$ cat src/rtl/assert_macros.svh
// assertion macros used by the rtl top level
`ifndef ASSERT_MACROS_SVH
`define ASSERT_MACROS_SVH

// condition holds at every clock edge outside reset
`define X87_ASSERT_ALWAYS(name, cond, msg) \
  name: assert property (@(posedge clk) disable iff (rst) (cond)) else $error(msg);

// antecedent in one cycle implies consequent in the next
`define X87_ASSERT_NEXT(name, ante, cons, msg) \
  name: assert property (@(posedge clk) disable iff (rst) (ante) |=> (cons)) else $error(msg);

`endif

$ cat src/rtl/x87stf_pkg.sv
// shared types and constants for the x87 stack tag and fault unit
package x87stf_pkg;

  localparam int unsigned NumRegs = 8;
  localparam int unsigned IdxW    = 3;

  // command codes
  localparam logic [2:0] CMD_STORE   = 3'd0;
  localparam logic [2:0] CMD_EMPTY   = 3'd1;
  localparam logic [2:0] CMD_OVF     = 3'd2;
  localparam logic [2:0] CMD_UNF_REG = 3'd3;
  localparam logic [2:0] CMD_UNF_MEM = 3'd4;

  // tag codes
  localparam logic [1:0] TAG_VALID   = 2'd0;
  localparam logic [1:0] TAG_ZERO    = 2'd1;
  localparam logic [1:0] TAG_SPECIAL = 2'd2;
  localparam logic [1:0] TAG_EMPTY   = 2'd3;

  // memory kinds
  localparam logic [2:0] KIND_I16  = 3'd0;
  localparam logic [2:0] KIND_I32  = 3'd1;
  localparam logic [2:0] KIND_F32  = 3'd2;
  localparam logic [2:0] KIND_I64  = 3'd3;
  localparam logic [2:0] KIND_F64  = 3'd4;
  localparam logic [2:0] KIND_F80  = 3'd5;

  // status word bits
  localparam int unsigned SW_IE_BIT  = 0;
  localparam int unsigned SW_SF_BIT  = 6;
  localparam int unsigned SW_ES_BIT  = 7;
  localparam int unsigned SW_C1_BIT  = 9;
  localparam int unsigned SW_TOP_LSB = 11;

  localparam logic [15:0] CW_RESET    = 16'h0040;
  localparam logic [14:0] EXP_MAX     = 15'h7FFF;
  localparam logic [63:0] QNAN80_LOW  = 64'hC000_0000_0000_0000;
  localparam logic [15:0] QNAN80_HIGH = 16'hFFFF;

  typedef struct packed {
    logic [2:0]  command;
    logic [2:0]  st_source;
    logic [2:0]  st_dest;
    logic        pop_after;
    logic [31:0] mem_addr;
    logic [2:0]  mem_kind;
    logic [63:0] value_fraction;
    logic [15:0] value_sign_exp;
  } in_item_t;

  typedef struct packed {
    logic        fault;
    logic [1:0]  tag_value;
    logic [2:0]  stack_top;
    logic [15:0] status_word;
    logic        mem_write_valid;
    logic [31:0] mem_write_addr;
    logic [2:0]  mem_write_kind;
    logic [63:0] mem_write_low;
    logic [15:0] mem_write_high;
  } out_item_t;

  // controller to datapath
  typedef struct packed {
    logic load;  // capture the accepted item
    logic exec;  // update state and load the result register
  } dp_cmd_t;

endpackage

$ cat src/rtl/x87stf_in_if.sv
// input item channel
interface x87stf_in_if;
  logic        valid;
  logic        ready;
  logic [2:0]  command;
  logic [2:0]  st_source;
  logic [2:0]  st_dest;
  logic        pop_after;
  logic [31:0] mem_addr;
  logic [2:0]  mem_kind;
  logic [63:0] value_fraction;
  logic [15:0] value_sign_exp;

  modport source (
    output valid, command, st_source, st_dest, pop_after, mem_addr, mem_kind,
           value_fraction, value_sign_exp,
    input  ready
  );
  modport sink (
    input  valid, command, st_source, st_dest, pop_after, mem_addr, mem_kind,
           value_fraction, value_sign_exp,
    output ready
  );
endinterface

$ cat src/rtl/x87stf_out_if.sv
// result item channel
interface x87stf_out_if;
  logic        valid;
  logic        ready;
  logic        fault;
  logic [1:0]  tag_value;
  logic [2:0]  stack_top;
  logic [15:0] status_word;
  logic        mem_write_valid;
  logic [31:0] mem_write_addr;
  logic [2:0]  mem_write_kind;
  logic [63:0] mem_write_low;
  logic [15:0] mem_write_high;

  modport source (
    output valid, fault, tag_value, stack_top, status_word, mem_write_valid,
           mem_write_addr, mem_write_kind, mem_write_low, mem_write_high,
    input  ready
  );
  modport sink (
    input  valid, fault, tag_value, stack_top, status_word, mem_write_valid,
           mem_write_addr, mem_write_kind, mem_write_low, mem_write_high,
    output ready
  );
endinterface

$ cat src/rtl/x87_stack_tag_fault_unit.sv
// top level of the x87 register stack tag and stack fault unit
// the result register loads when the captured item executes, once the register is free
// each item is captured, then executed; a new item is accepted only after the execute step
// a waiting result does not block accepting the next item; execute waits for it
// reset (rst, synchronous): all tags zero, top 0, status 0, control word 0x0040
module x87_stack_tag_fault_unit
  import x87stf_pkg::*;
(
  input  logic         clk,
  input  logic         rst,
  input  logic         cfg_we,
  input  logic [15:0]  cfg_data,
  x87stf_in_if.sink    item_in,
  x87stf_out_if.source result_out
);

`include "assert_macros.svh"

  dp_cmd_t   cmd;
  in_item_t  in_item;
  out_item_t out_item;

  // pack the incoming item fields
  assign in_item = '{
    command:        item_in.command,
    st_source:      item_in.st_source,
    st_dest:        item_in.st_dest,
    pop_after:      item_in.pop_after,
    mem_addr:       item_in.mem_addr,
    mem_kind:       item_in.mem_kind,
    value_fraction: item_in.value_fraction,
    value_sign_exp: item_in.value_sign_exp
  };

  // sequencing: accept in idle, execute once the result register is free
  x87stf_ctrl u_ctrl (
    .clk       (clk),
    .rst       (rst),
    .in_valid  (item_in.valid),
    .in_ready  (item_in.ready),
    .out_valid (result_out.valid),
    .out_ready (result_out.ready),
    .cmd       (cmd)
  );

  // tag word, top pointer, status and the registered result
  x87stf_dp u_dp (
    .clk      (clk),
    .rst      (rst),
    .cmd      (cmd),
    .in_item  (in_item),
    .cfg_we   (cfg_we),
    .cfg_data (cfg_data),
    .out_item (out_item)
  );

  // unpack the result register onto the channel
  assign result_out.fault           = out_item.fault;
  assign result_out.tag_value       = out_item.tag_value;
  assign result_out.stack_top       = out_item.stack_top;
  assign result_out.status_word     = out_item.status_word;
  assign result_out.mem_write_valid = out_item.mem_write_valid;
  assign result_out.mem_write_addr  = out_item.mem_write_addr;
  assign result_out.mem_write_kind  = out_item.mem_write_kind;
  assign result_out.mem_write_low   = out_item.mem_write_low;
  assign result_out.mem_write_high  = out_item.mem_write_high;

  // one item in flight: accepting blocks the input for the next cycle
  `X87_ASSERT_NEXT(a_busy_after_accept, item_in.valid && item_in.ready,
                   !item_in.ready, "input ready right after accept")
  // a reported fault always leaves the stack fault flag set
  `X87_ASSERT_ALWAYS(a_fault_sets_sf,
                     !result_out.valid || !result_out.fault ||
                     result_out.status_word[SW_SF_BIT], "fault without stack fault flag")
  // memory writes only come from a fault response
  `X87_ASSERT_ALWAYS(a_write_needs_fault,
                     !result_out.valid || !result_out.mem_write_valid || result_out.fault,
                     "memory write without fault")
  // status word top field mirrors the top pointer
  `X87_ASSERT_ALWAYS(a_top_in_status,
                     !result_out.valid ||
                     (result_out.status_word[SW_TOP_LSB +: IdxW] == result_out.stack_top),
                     "status top mismatch")

endmodule

$ cat src/rtl/x87stf_ctrl.sv
// controller state machine: accept, execute, result register occupancy
module x87stf_ctrl
  import x87stf_pkg::*;
(
  input  logic    clk,
  input  logic    rst,
  input  logic    in_valid,
  output logic    in_ready,
  output logic    out_valid,
  input  logic    out_ready,
  output dp_cmd_t cmd
);

  typedef enum logic [1:0] {
    S_IDLE = 2'b01,
    S_EXEC = 2'b10
  } state_t;

  state_t state, state_next;
  logic   out_full, out_full_next;
  logic   do_exec;

  assign in_ready  = (state == S_IDLE);
  assign out_valid = out_full;
  assign do_exec   = (state == S_EXEC) && (!out_full || out_ready);
  assign cmd.load  = in_valid && in_ready;
  assign cmd.exec  = do_exec;

  always_comb begin
    state_next = state;
    unique case (state)
      S_IDLE: if (in_valid) state_next = S_EXEC;
      S_EXEC: if (do_exec) state_next = S_IDLE;
      default: state_next = S_IDLE;
    endcase
  end

  always_comb begin
    out_full_next = out_full;
    if (do_exec) begin
      out_full_next = 1'b1;
    end else if (out_ready) begin
      out_full_next = 1'b0;
    end
  end

  always_ff @(posedge clk) begin
    if (rst) begin
      state    <= S_IDLE;
      out_full <= 1'b0;
    end else begin
      state    <= state_next;
      out_full <= out_full_next;
    end
  end

endmodule

$ cat src/rtl/x87stf_dp.sv
// datapath: tag word, top pointer, status and control words, result register
module x87stf_dp
  import x87stf_pkg::*;
(
  input  logic        clk,
  input  logic        rst,
  input  dp_cmd_t     cmd,
  input  in_item_t    in_item,
  input  logic        cfg_we,
  input  logic [15:0] cfg_data,
  output out_item_t   out_item
);

  in_item_t       item;
  logic [1:0]     tags [NumRegs];
  logic [1:0]     tags_next [NumRegs];
  logic [IdxW-1:0] top, top_next;
  logic [15:0]    sw, sw_next;
  logic [15:0]    cw;
  out_item_t      res, res_next;

  logic            masked;
  logic [IdxW-1:0] src_phys, dst_phys, below, addressed;
  logic [14:0]     exponent;
  logic [1:0]      class_tag;

  function automatic logic [63:0] qnan_low(input logic [2:0] kind);
    logic [63:0] v;
    v = '0;
    unique case (kind)
      KIND_I16: v = 64'h0000_0000_0000_8000;
      KIND_I32: v = 64'h0000_0000_8000_0000;
      KIND_F32: v = 64'h0000_0000_FFC0_0000;
      KIND_I64: v = 64'h8000_0000_0000_0000;
      KIND_F64: v = 64'hFFF8_0000_0000_0000;
      KIND_F80: v = QNAN80_LOW;
      default:  v = '0;
    endcase
    return v;
  endfunction

  function automatic logic [15:0] fault_status(input logic [15:0] s, input logic m,
                                               input logic ovf);
    logic [15:0] r;
    r = s;
    if (!m) r[SW_ES_BIT] = 1'b1;
    r[SW_IE_BIT] = 1'b1;
    r[SW_SF_BIT] = 1'b1;
    r[SW_C1_BIT] = ovf;
    return r;
  endfunction

  assign masked   = cw[SW_IE_BIT];
  assign src_phys = item.st_source + top;
  assign dst_phys = item.st_dest + top;
  assign below    = top - IdxW'(1);
  assign exponent = item.value_sign_exp[14:0];

  // classify the stored value
  always_comb begin
    if (exponent == '0 && item.value_fraction == '0) begin
      class_tag = TAG_ZERO;
    end else if (exponent == '0 || exponent == EXP_MAX || !item.value_fraction[63]) begin
      class_tag = TAG_SPECIAL;
    end else begin
      class_tag = TAG_VALID;
    end
  end

  always_comb begin
    tags_next = tags;
    top_next  = top;
    sw_next   = sw;
    addressed = src_phys;
    res_next  = '0;
    unique case (item.command)
      CMD_STORE: tags_next[src_phys] = class_tag;
      CMD_EMPTY: tags_next[src_phys] = TAG_EMPTY;
      CMD_OVF: begin
        addressed = below;
        if (tags[below] != TAG_EMPTY) begin
          res_next.fault = 1'b1;
          if (masked) begin
            top_next         = below;
            tags_next[below] = TAG_SPECIAL;
          end
          sw_next = fault_status(sw, masked, 1'b1);
        end
      end
      CMD_UNF_REG, CMD_UNF_MEM: begin
        if (tags[src_phys] == TAG_EMPTY) begin
          res_next.fault = 1'b1;
          if (masked) begin
            if (item.command == CMD_UNF_REG) begin
              tags_next[dst_phys] = TAG_SPECIAL;
            end else if (item.mem_kind <= KIND_F80) begin
              res_next.mem_write_valid = 1'b1;
              res_next.mem_write_addr  = item.mem_addr;
              res_next.mem_write_kind  = item.mem_kind;
              res_next.mem_write_low   = qnan_low(item.mem_kind);
              res_next.mem_write_high  = (item.mem_kind == KIND_F80) ? QNAN80_HIGH : '0;
            end
            // pop after the qnan load
            if (item.pop_after) begin
              tags_next[top] = TAG_EMPTY;
              top_next       = top + IdxW'(1);
            end
          end
          sw_next = fault_status(sw, masked, 1'b0);
        end
      end
      default: ;
    endcase
    res_next.tag_value   = tags_next[addressed];
    res_next.stack_top   = top_next;
    res_next.status_word = sw_next;
    res_next.status_word[SW_TOP_LSB +: IdxW] = top_next;
  end

  always_ff @(posedge clk) begin
    if (rst) begin
      for (int i = 0; i < NumRegs; i++) tags[i] <= TAG_ZERO;
      top <= '0;
      sw  <= '0;
      cw  <= CW_RESET;
    end else begin
      if (cmd.exec) begin
        tags <= tags_next;
        top  <= top_next;
        sw   <= sw_next;
      end
      if (cfg_we) cw <= cfg_data;
    end
  end

  always_ff @(posedge clk) begin
    if (cmd.load) item <= in_item;
    if (cmd.exec) res  <= res_next;
  end

  assign out_item = res;

endmodule

$ cat src/flat_wrapper.sv
// flat-port wrapper written by rule: the top's interface ports become plain ports
module x87_stack_tag_fault_unit_flat import x87stf_pkg::*;
  (clk, rst, cfg_we, cfg_data, item_in_valid, item_in_command, item_in_st_source, item_in_st_dest, item_in_pop_after, item_in_mem_addr, item_in_mem_kind, item_in_value_fraction, item_in_value_sign_exp, item_in_ready, result_out_valid, result_out_fault, result_out_tag_value, result_out_stack_top, result_out_status_word, result_out_mem_write_valid, result_out_mem_write_addr, result_out_mem_write_kind, result_out_mem_write_low, result_out_mem_write_high, result_out_ready);
  x87stf_in_if item_in_i ();
  x87stf_out_if result_out_i ();
  input  logic clk;
  input  logic rst;
  input  logic cfg_we;
  input  logic [15:0] cfg_data;
  input wire logic [$bits(item_in_i.valid)-1:0] item_in_valid;
  input wire logic [$bits(item_in_i.command)-1:0] item_in_command;
  input wire logic [$bits(item_in_i.st_source)-1:0] item_in_st_source;
  input wire logic [$bits(item_in_i.st_dest)-1:0] item_in_st_dest;
  input wire logic [$bits(item_in_i.pop_after)-1:0] item_in_pop_after;
  input wire logic [$bits(item_in_i.mem_addr)-1:0] item_in_mem_addr;
  input wire logic [$bits(item_in_i.mem_kind)-1:0] item_in_mem_kind;
  input wire logic [$bits(item_in_i.value_fraction)-1:0] item_in_value_fraction;
  input wire logic [$bits(item_in_i.value_sign_exp)-1:0] item_in_value_sign_exp;
  output wire logic [$bits(item_in_i.ready)-1:0] item_in_ready;
  output wire logic [$bits(result_out_i.valid)-1:0] result_out_valid;
  output wire logic [$bits(result_out_i.fault)-1:0] result_out_fault;
  output wire logic [$bits(result_out_i.tag_value)-1:0] result_out_tag_value;
  output wire logic [$bits(result_out_i.stack_top)-1:0] result_out_stack_top;
  output wire logic [$bits(result_out_i.status_word)-1:0] result_out_status_word;
  output wire logic [$bits(result_out_i.mem_write_valid)-1:0] result_out_mem_write_valid;
  output wire logic [$bits(result_out_i.mem_write_addr)-1:0] result_out_mem_write_addr;
  output wire logic [$bits(result_out_i.mem_write_kind)-1:0] result_out_mem_write_kind;
  output wire logic [$bits(result_out_i.mem_write_low)-1:0] result_out_mem_write_low;
  output wire logic [$bits(result_out_i.mem_write_high)-1:0] result_out_mem_write_high;
  input wire logic [$bits(result_out_i.ready)-1:0] result_out_ready;
  assign item_in_i.valid = item_in_valid;
  assign item_in_i.command = item_in_command;
  assign item_in_i.st_source = item_in_st_source;
  assign item_in_i.st_dest = item_in_st_dest;
  assign item_in_i.pop_after = item_in_pop_after;
  assign item_in_i.mem_addr = item_in_mem_addr;
  assign item_in_i.mem_kind = item_in_mem_kind;
  assign item_in_i.value_fraction = item_in_value_fraction;
  assign item_in_i.value_sign_exp = item_in_value_sign_exp;
  assign item_in_ready = item_in_i.ready;
  assign result_out_valid = result_out_i.valid;
  assign result_out_fault = result_out_i.fault;
  assign result_out_tag_value = result_out_i.tag_value;
  assign result_out_stack_top = result_out_i.stack_top;
  assign result_out_status_word = result_out_i.status_word;
  assign result_out_mem_write_valid = result_out_i.mem_write_valid;
  assign result_out_mem_write_addr = result_out_i.mem_write_addr;
  assign result_out_mem_write_kind = result_out_i.mem_write_kind;
  assign result_out_mem_write_low = result_out_i.mem_write_low;
  assign result_out_mem_write_high = result_out_i.mem_write_high;
  assign result_out_i.ready = result_out_ready;
  x87_stack_tag_fault_unit u_core (.clk(clk), .rst(rst), .cfg_we(cfg_we), .cfg_data(cfg_data), .item_in(item_in_i), .result_out(result_out_i));
endmodule
$ cat config.mk
export PLATFORM = sky130hd
export DESIGN_NAME = x87_stack_tag_fault_unit_flat
export DESIGN_NICKNAME = d
export VERILOG_FILES = /design/src/rtl/x87stf_pkg.sv /design/src/rtl/x87stf_in_if.sv /design/src/rtl/x87stf_out_if.sv /design/src/rtl/x87_stack_tag_fault_unit.sv /design/src/rtl/x87stf_ctrl.sv /design/src/rtl/x87stf_dp.sv /design/src/flat_wrapper.sv
export VERILOG_INCLUDE_DIRS = /design/src /design/src/rtl
export SDC_FILE = /design/constraint.sdc
export NUM_CORES = 1
export LEC_CHECK = 0
export BUFFER_PORTS_ARGS = -buffer_cell sky130_fd_sc_hd__buf_2
export CAP_MARGIN = 20
export CORE_ASPECT_RATIO = 2
export CORE_MARGIN = 2
export CORE_UTILIZATION = 25
export CTS_BUF_LIST = sky130_fd_sc_hd__clkbuf_16
export DETAILED_ROUTE_END_ITERATION = 8
export PLACE_DENSITY = 0.49
export REMOVE_ABC_BUFFERS = 1
export SYNTH_ARGS = -nofsm -noshare
export SYNTH_HDL_FRONTEND = slang
export SYNTH_SLANG_ARGS = --single-unit
export TNS_END_PERCENT = 50
$ cat constraint.sdc
create_clock -name clk -period 4.98 [get_ports clk]
set_input_delay 0.996 -clock clk [delete_from_list [all_inputs] [get_ports clk]]
set_output_delay 0.996 -clock clk [all_outputs]
set_load 0.05 [all_outputs]
==> impl_metrics.yaml, run 1 <==
synth:
  synth_cell_type_count: 72
  async_flop_share_pct: 0
  yosys_warnings: 0
  synth-edff-count: 177
  yosysSeqAreaShare_pct: 63.93
  synthFlopType: "edfxtp_1"
  ys_ff_latch: 204
  syn_inst: 735
  synthesis.area_mm2: 0.009160
  avgSynthCellArea_um2: 12.46
finish:
  synthToLayoutAreaGrowth_pct: 21.39
  multi_input_area_mm2: 0.002694
  fillers: 3736
  final_cells: 1403
  drive_gt1_share_pct: 29.36
  stdcell_area_mm2: 0.01112
  nets: 1085
  ff_latch_area_mm2: 0.005856
global_route:
  grt_antenna_before_repair: 3
  grt_max_degree: 74
  grt_usage_pct: 13.54
  overflow: 0
  grt_pass1_wl_mm: 38.96
  first_global_vias: 6436
clock_network:
  clockRootBuffer: "clkbuf_16"
  clk_pin_slew_ns: 0.07
  cts_sinks: 204
  worstSkewPairLatency_ns: 0.52
  cts_resized: 0
  cts_setup_buffers: 0
  clock_path_buffers: 3
  cts_buffers: 20
  postCtsHoldBufs: 0
  cts_tree: "done"
  h-tree-depth: 1
setup_path:
  critPathMaxFanout: 12
  worstPathArrival_ns: 4.48
  cp.required_ns: 5.36
  start_kind: "flop"
  r2r_start: "u_core.u_dp.item[119]"
  end_kind: "flop"
  startpoint: "u_core.u_dp.item[119]"
  crit_type: "flop to flop"
hold_path:
  hp-start: "u_core.u_dp.sw[0]"
  hold_path_class: "flop to flop"
sta:
  hold_violations: 0
  relSlewSlack_pct: 28.21
  period_minus_slack_ns: 4.095
  finalSetupViolCount: 0
  fmax_mhz: 244.2
  tightest_slew_ns: 1.066
  period_share_pct: 82.22
  rsz0062_at_grt: "no"
  final_max_slew_viol_count: 0
  fin_skew_ns: 0.01973
  timing.hold.ws_ns: 0.4652
placed_design:
  gp_congestion: 0.9469
  portBuffers: 220
  hpwl_mm: 20.32
  numPlacedInstances: 1365
  place_area_mm2: 0.01044
floorplanning:
  rows: 99
  start_util_pct: 25.24
  core_area_mm2: 0.03629
  die_x_um: 139.4
  die_area_mm2: 0.03828
  ios: 286
  die_h_um: 274.7
routing:
  antenna_left: 0
  vias: 6467
  routedWlPerCell_um: 19.25
  initialDrtViolationCount: 395
  dr.pass1.iters: 5
  vias_per_cell: 4.609
  routed_wl_mm: 27.01
  drc_errors: 0
power_and_ir_drop:
  p_per_area_mw_per_mm2: 352.3
  ir_drop_mv: 0.2774
  leakage_nw: 4.398
job:
  cap_violations: 0
outcome:
  status: "completed"
-- where the power goes --
group	internal, mW	switching [mW]
Clock	0.902	0.668
Sequential	1.94	0.0343
Combinational	0.101	0.269
Total	2.95	0.971
-- cells in the final DEF, fill, tap and decap left out, types with 11 or more instances in the layout --
cell type | Yosys | layout
o21ai_0 | 18 | 18
clkbuf_16 | 0 | 20
dfxtp_1 | 27 | 27
buf_2 | 1 | 220
buf_4 | 86 | 16
a21oi_1 | 34 | 34
nor2_1 | 42 | 42
nor4_1 | 22 | 22
inv_1 | 13 | 15
edfxtp_1 | 177 | 177
a31oi_1 | 12 | 12
o211ai_1 | 14 | 14
nand3_1 | 17 | 17
and2_1 | 38 | 37
nor3_1 | 20 | 20
conb_1 | 1 | 49
nand4_1 | 11 | 11
nand2_1 | 51 | 51
-- final cells by class --
class,count,area share (%)
sequential,204,52.66
timing repair buffer,238,11.34
multi-input combinational,454,24.23
clock buffer,20,4.501
antenna,2,0.04501
clock inverter,16,1.609
inverter,15,0.5064
tap,454,5.109
-- synth_stat cells (17+ instances only) --
cell type	number	area, um2
dfxtp_1	27	540.5
clkbuf_1	20	75.07
nor4_1	22	137.6
nand3_1	17	85.08
edfxtp_1	177	5315
buf_4	86	645.6
nor2_1	42	157.7
and2_1	38	237.7
nor3_1	20	100.1
o21ai_0	18	90.09
nand2_1	51	191.4
a21oi_1	34	170.2
-- stage by stage --
| stage | power (mW) | setup slack (ns) | utilization, % | setup TNS, ns |
|---|---|---|---|---|
| 3_3_place_gp | 2.381 | 0.8483 | 28.75 | 0 |
| 4_1_cts | 3.972 | 0.8658 | 30.62 | 0 |
| 6_report | 3.917 | 0.8854 | 30.64 | 0 |
| 5_1_grt | 4.066 | 0.7027 | 30.64 | 0 |
| 2_1_floorplan | 2.239 | -1.159 | - | -18.54 |
| 3_5_place_dp | 2.383 | 0.9462 | 28.75 | 0 |
-- state kept, by name, indices dropped and copies added, names as in the netlist --
name	cells
u_core.u_dp.tags	16
u_core.u_dp.top	3
u_core.u_dp.cw	1
u_core.u_dp.item	109
u_core.u_dp.exponent	15
u_core.u_ctrl.state	2
u_core.u_dp.out_item	53
u_core.u_dp.sw	4
u_core.u_ctrl.out_valid	1
-- worst paths after layout --
kind	endpoint	slack (ns)	depth (start not counted)
min reg2reg	u_core.u_dp.sw[0]	0.47	2
max	u_core.u_dp.out_item[136]	0.89	10
min	u_core.u_dp.sw[0]	0.47	2
max reg2reg	u_core.u_dp.out_item[136]	0.89	10
-- cell families after synthesis --
logic type | after synthesis | share of synthesized area [%]
buffers and inverters | 125 | 8.660
adder cells (fa/ha/maj) | 6 | 0.9835
other | 1 | 0.04094
XOR/XNOR | 10 | 1.284
AND/OR/NAND/NOR | 241 | 13.78
multiplexers | 6 | 0.7922
AO/OA/AOI/OAI | 142 | 10.53
flip-flops | 204 | 63.93
-- metal layers --
metal  track usage, %  vias up  share of wire (%)
li1                 -     3046                  -
met1            12.03     3104                 31
met2            28.08      250                 59
met3            1.932       65                4.6
met4            7.815        2                5.2
met5                0        -              0.048
-- critical path: stages, from the launching register on --
cell,delay (ns)
edfxtp_1,0.38
ha_1,0.23
fa_1,0.85
inv_1,0.22
o2111ai_1,0.17
and4_1,0.60
nand2_1,0.23
nor2_1,0.23
a2111oi_0,0.13
a2111oi_0,0.66
o22a_1,0.26
Power figures use the tool's default switching activity.
==> run 2: changes to the inputs <==
clock period = 3.9 ns   (was 4.98 ns; I/O delays follow)
==> run 2 against run 1 <==
  * Register-to-register slack worse by 0.64 ns
  * Sequential cell count is the same
  * Count of clock-buffer cells in the layout unchanged
  * Largest power group unchanged
  * Highest routed layer is now met4
  * Sequential share of layout area shrank 0.63 points
==> impl_metrics.yaml, run 2 (synthesis results as in run 1) <==
outcome:
  status: "completed"
placed_design:
  portBuffers: 220
  gp_congestion: 1.040
  numPlacedInstances: 1391
  dp_slack_ns: 0.05562
  hpwl_mm: 21.27
finish:
  nets: 1111
  post-route-util_pct: 31.01
  regMostFlops: "u_core.u_dp.item"
  drive_gt1_share_pct: 30.83
  final_cells: 1428
  synthToLayoutAreaGrowth_pct: 22.87
  layout_commonest_cell: "buf_2"
  largest_reg_flops: 109
  final_cell_mix: "buf_2 (220), edfxtp_1 (177), nand2_1 (51)"
clock_network:
  worstSkewPairLatency_ns: 0.52
  clockRootBuffer: "clkbuf_16"
  postCtsHoldBufs: 0
  h-tree-depth: 1
  cts_setup_buffers: 0
  clk_pin_slew_ns: 0.07
  clock_path_buffers: 3
  cts_buffers: 20
  cts_sinks: 204
  cts_tree: "done"
power_and_ir_drop:
  total_power_mw: 4.881
  p_per_area_mw_per_mm2: 433.7
  ir_drop_mv: 0.3710
  leakage_nw: 4.491
routing:
  routedWlPerCell_um: 19.33
  dr.pass1.iters: 5
  initialDrtViolationCount: 368
  routed_wl_mm: 27.61
  drc_errors: 0
  vias: 6546
  antenna_left: 0
  vias_per_cell: 4.584
global_route:
  grt_max_degree: 53
  grt_antenna_before_repair: 1
  grt_pass1_wl_mm: 40.12
  overflow: 0
  grt_usage_pct: 13.95
  first_global_vias: 6541
sta:
  fmax_mhz: 274.0
  rsz0062_at_grt: "no"
  period_share_pct: 93.59
  final.setup.worst_slack_ns: 0.2501
  fin_skew_ns: 0.01093
  relSlewSlack_pct: 40.53
  period_minus_slack_ns: 3.650
  hold_violations: 0
  setup_tns_ns: 0
  final_max_slew_viol_count: 0
  finalSetupViolCount: 0
  tightest_slew_ns: 0.8921
setup_path:
  critPathMaxFanout: 7
  slowest_stage: "fa_1"
  worstPathCellList: "ha_1 > fa_1 > inv_1 > or3_1 > a21oi_1 > nor2_1 > a2111oi_1 > buf_4 > nor3_1 > a21oi_1 > a32oi_1"
  crit_end: "u_core.u_dp.out_item[135]"
  r2r_start: "u_core.u_dp.item[119]"
  start_kind: "flop"
  critPathMaxStageDelay_ns: 0.75
  ff2ff_setup_slack_ns: 0.25
  cp.required_ns: 4.14
  crit_type: "flop to flop"
  reg2reg_to: "u_core.u_dp.out_item[135]"
  startpoint: "u_core.u_dp.item[119]"
  worstPathArrival_ns: 3.89
  reg2reg_depth: 11
  end_kind: "flop"
  path_common_cell: "a21oi_1"
floorplanning:
  die_h_um: 274.7
  ios: 286
  die_x_um: 139.4
  rows: 99
  die_area_mm2: 0.03828
  core_area_mm2: 0.03629
  start_util_pct: 25.24
hold_path:
  hold_path_class: "primary input to flop"
  holdPathStages: 1
job:
  cap_violations: 0
[run 2: cell count changes in the layout (fill, tap and decap cells not counted), sizes merged]
cell and change:
buf +26, bufinv -2, clkinv +2, clkinvlp +1, diode -1, inv -1
[run 2: power by group]
part / leakage [nW] / total (mW) / switching, mW / internal, mW
clock: 0.299 / 1.86 / 0.850 / 1.01
combinational: 2.21 / 0.503 / 0.354 / 0.149
sequential: 1.98 / 2.52 / 0.0403 / 2.48
[run 2: per-layer routing]
layer	share of wire [%]	GRT usage, %
met5	0	0
met4	7.6	9.835
met3	4.6	1.897
met2	58	28.34
met1	30	12.20
[run 2: worst min-delay path by stage]
stage | startpoint | endpoint | slack, ns
after floorplan | u_core.u_dp.sw[9] | u_core.u_dp.sw[9] | 0.43
after global placement | u_core.u_dp.sw[0] | u_core.u_dp.sw[0] | 0.44
after detailed placement | u_core.u_dp.sw[9] | u_core.u_dp.sw[9] | 0.45
after CTS | item_in_mem_addr[30] | u_core.u_dp.item[113] | 0.40
after global routing | item_in_mem_addr[2] | u_core.u_dp.item[85] | 0.41
final | item_in_mem_addr[3] | u_core.u_dp.item[86] | 0.43
[run 2: metrics by stage]
stage | hold slack, ns | area (um2)
2_1_floorplan | 0.4307 | 8603
3_3_place_gp | 0.4439 | 10620
3_5_place_dp | 0.4489 | 10630
4_1_cts | 0.4007 | 11250
5_1_grt | 0.4053 | 11250
6_report | 0.4340 | 11250
[run 2: cell type report]
cell class / instances / area [um2]
diodes: 1 / 2.502
clock buffers: 20 / 500.5
clock inverters: 16 / 115.1
fillers: 3711 / 25040
inverters: 15 / 56.30
multi-input cells: 454 / 2700
flip-flops and latches: 204 / 5856
well taps: 454 / 568.0
repair buffers: 264 / 1456
[run 2: worst max-delay path: cells and delay by family, from the launching register on]
family / cells / cell delay (ns)
adder cells (fa/ha/maj): 2 / 0.98
buffers and inverters: 2 / 0.42
AO/OA/AOI/OAI: 4 / 0.99
AND/OR/NAND/NOR: 3 / 0.60
flip-flops: 1 / 0.37
[run 2: repair_timing]
action                                  CTS  global route
resized for setup                         0             2
endpoints found under the hold margin     0             0
endpoints found under the setup margin    0             1
==> run 3: changes to the inputs <==
REMOVE_ABC_BUFFERS = not set   (was 1)
==> run 3 against run 2 <==
  * Final cell count rose by 0.91%
  * Count of clock-buffer cells in the layout fell by 1
  * Clock power barely moved
  * Register-to-register slack improved by 0.10 ns
  * Critical path type unchanged
==> impl_metrics.yaml, run 3 (synthesis results as in run 1) <==
finish:
  post-route-util_pct: 31.30
  regMostFlops: "u_core.u_dp.item"
  largest_reg_flops: 109
  final_cells: 1441
  fillers: 3689
  final_cell_mix: "buf_2 (220), edfxtp_1 (177), buf_4 (58)"
  nets: 1126
  synthToLayoutAreaGrowth_pct: 24.01
  drive_gt1_share_pct: 32.15
  layout_commonest_cell: "buf_2"
power_and_ir_drop:
  cellInternalPower_mw: 3.672
  p_per_area_mw_per_mm2: 431.6
  power.share.switching_pct: 25.09
  p_clk_share_pct: 38.1
  ir_drop_mv: 0.3422
  leakage_nw: 4.564
  switchingPower_mw: 1.230
  total_power_mw: 4.903
  comb_power_share_pct: 10.5
  pwr-share-seq_pct: 51.4
global_route:
  grt_antenna_before_repair: 1
  first_global_vias: 6652
  grt_pass1_wl_mm: 40.12
  grt_max_degree: 49
  overflow: 0
  grt_usage_pct: 13.83
floorplanning:
  rows: 99
  die_h_um: 274.7
  core_area_mm2: 0.03629
  ios: 286
  die_area_mm2: 0.03828
  start_util_pct: 25.24
  die_x_um: 139.4
clock_network:
  postCtsHoldBufs: 0
  clockRootBuffer: "clkbuf_16"
  cts_setup_buffers: 0
  cts_tree: "done"
  clk_pin_slew_ns: 0.07
  cts_buffers: 19
  clock_path_buffers: 3
  worstSkewPairLatency_ns: 0.50
  h-tree-depth: 1
  cts_resized: 0
  cts_sinks: 204
sta:
  fin_skew_ns: 0.01590
  finalSetupViolCount: 0
  setup_tns_ns: 0
  period_share_pct: 90.91
  final_max_slew_viol_count: 0
  rsz0062_at_grt: "no"
  fmax_mhz: 282.1
  period_minus_slack_ns: 3.545
  tightest_slew_ns: 0.9308
  hold_violations: 0
  relSlewSlack_pct: 37.71
  timing.hold.ws_ns: 0.4453
routing:
  initialDrtViolationCount: 324
  routed_wl_mm: 27.34
  antenna_left: 0
  vias: 6609
  drc_errors: 0
  dr.pass1.iters: 5
  vias_per_cell: 4.586
  routedWlPerCell_um: 18.97
hold_path:
  hold_path_class: "primary input to flop"
setup_path:
  start_kind: "flop"
  crit_type: "flop to flop"
  worstPathArrival_ns: 3.77
  cp.required_ns: 4.12
  critPathMaxFanout: 6
  end_kind: "flop"
placed_design:
  numPlacedInstances: 1407
  portBuffers: 220
  hpwl_mm: 21.20
  gp_congestion: 0.9370
outcome:
  status: "completed"
job:
  cap_violations: 0
==> run 3: metal layers <==
metal  share of wire (%)  vias up  wire (um)  global-route usage [%]
met5                   0        -          0                       0
met4                 8.3        0       2256                   11.16
met3                 5.1       88       1405                   1.915
met2                  56      291      15200                   26.77
met1                  31     3099       8478                   12.65
li1                    -     3131          -                       -
==> run 3: path summary, 6_finish.rpt <==
path,start,end,slack [ns],cells after the start
max reg2reg,u_core.u_dp.item[119],u_core.u_dp.out_item[135],0.35,12
min reg2reg,u_core.u_dp.sw[9],u_core.u_dp.sw[9],0.46,2
min,item_in_value_sign_exp[10],u_core.u_dp.exponent[10],0.45,1
max,u_core.u_dp.item[119],u_core.u_dp.out_item[135],0.35,12
==> run 3: critical path: stages, from the launching register on <==
cell and delay [ns]:
edfxtp_1 0.37, ha_1 0.23, fa_1 0.69, inv_1 0.12, buf_4 0.15, or3_1 0.41
a21oi_1 0.19, nor2_1 0.05, a2111oi_0 0.44, buf_4 0.23, nor3_1 0.05, a21oi_1 0.20
a32oi_1 0.14
==> run 3: through the flow <==
stage / area [um2] / setup slack, ns
after floorplan: 9341 / 0.5123
after global placement: 10750 / 0.4447
after detailed placement: 10750 / 0.4199
after CTS: 11360 / 0.3929
after global routing: 11360 / 0.03138
final: 11360 / 0.3546
==> run 3: cell type report <==
cell class,instances,area [um2],share of cell area (%)
antenna,1,2.502,0.02203
timing repair buffer,280,1577,13.88
inverter,15,56.30,0.4957
sequential,204,5856,51.55
multi-input combinational,454,2694,23.71
tap,454,568.0,5.001
clock inverter,14,131.4,1.157
clock buffer,19,475.5,4.185
==> run 3: power by group through the flow <==
stage	sequential, mW	combinational, mW	clock, mW
final	2.52	0.515	1.87
after CTS	2.52	0.514	1.94
after floorplan	2.56	0.335	0
after global placement	2.57	0.511	0
after detailed placement	2.57	0.513	0
after global routing	2.53	0.553	2.00
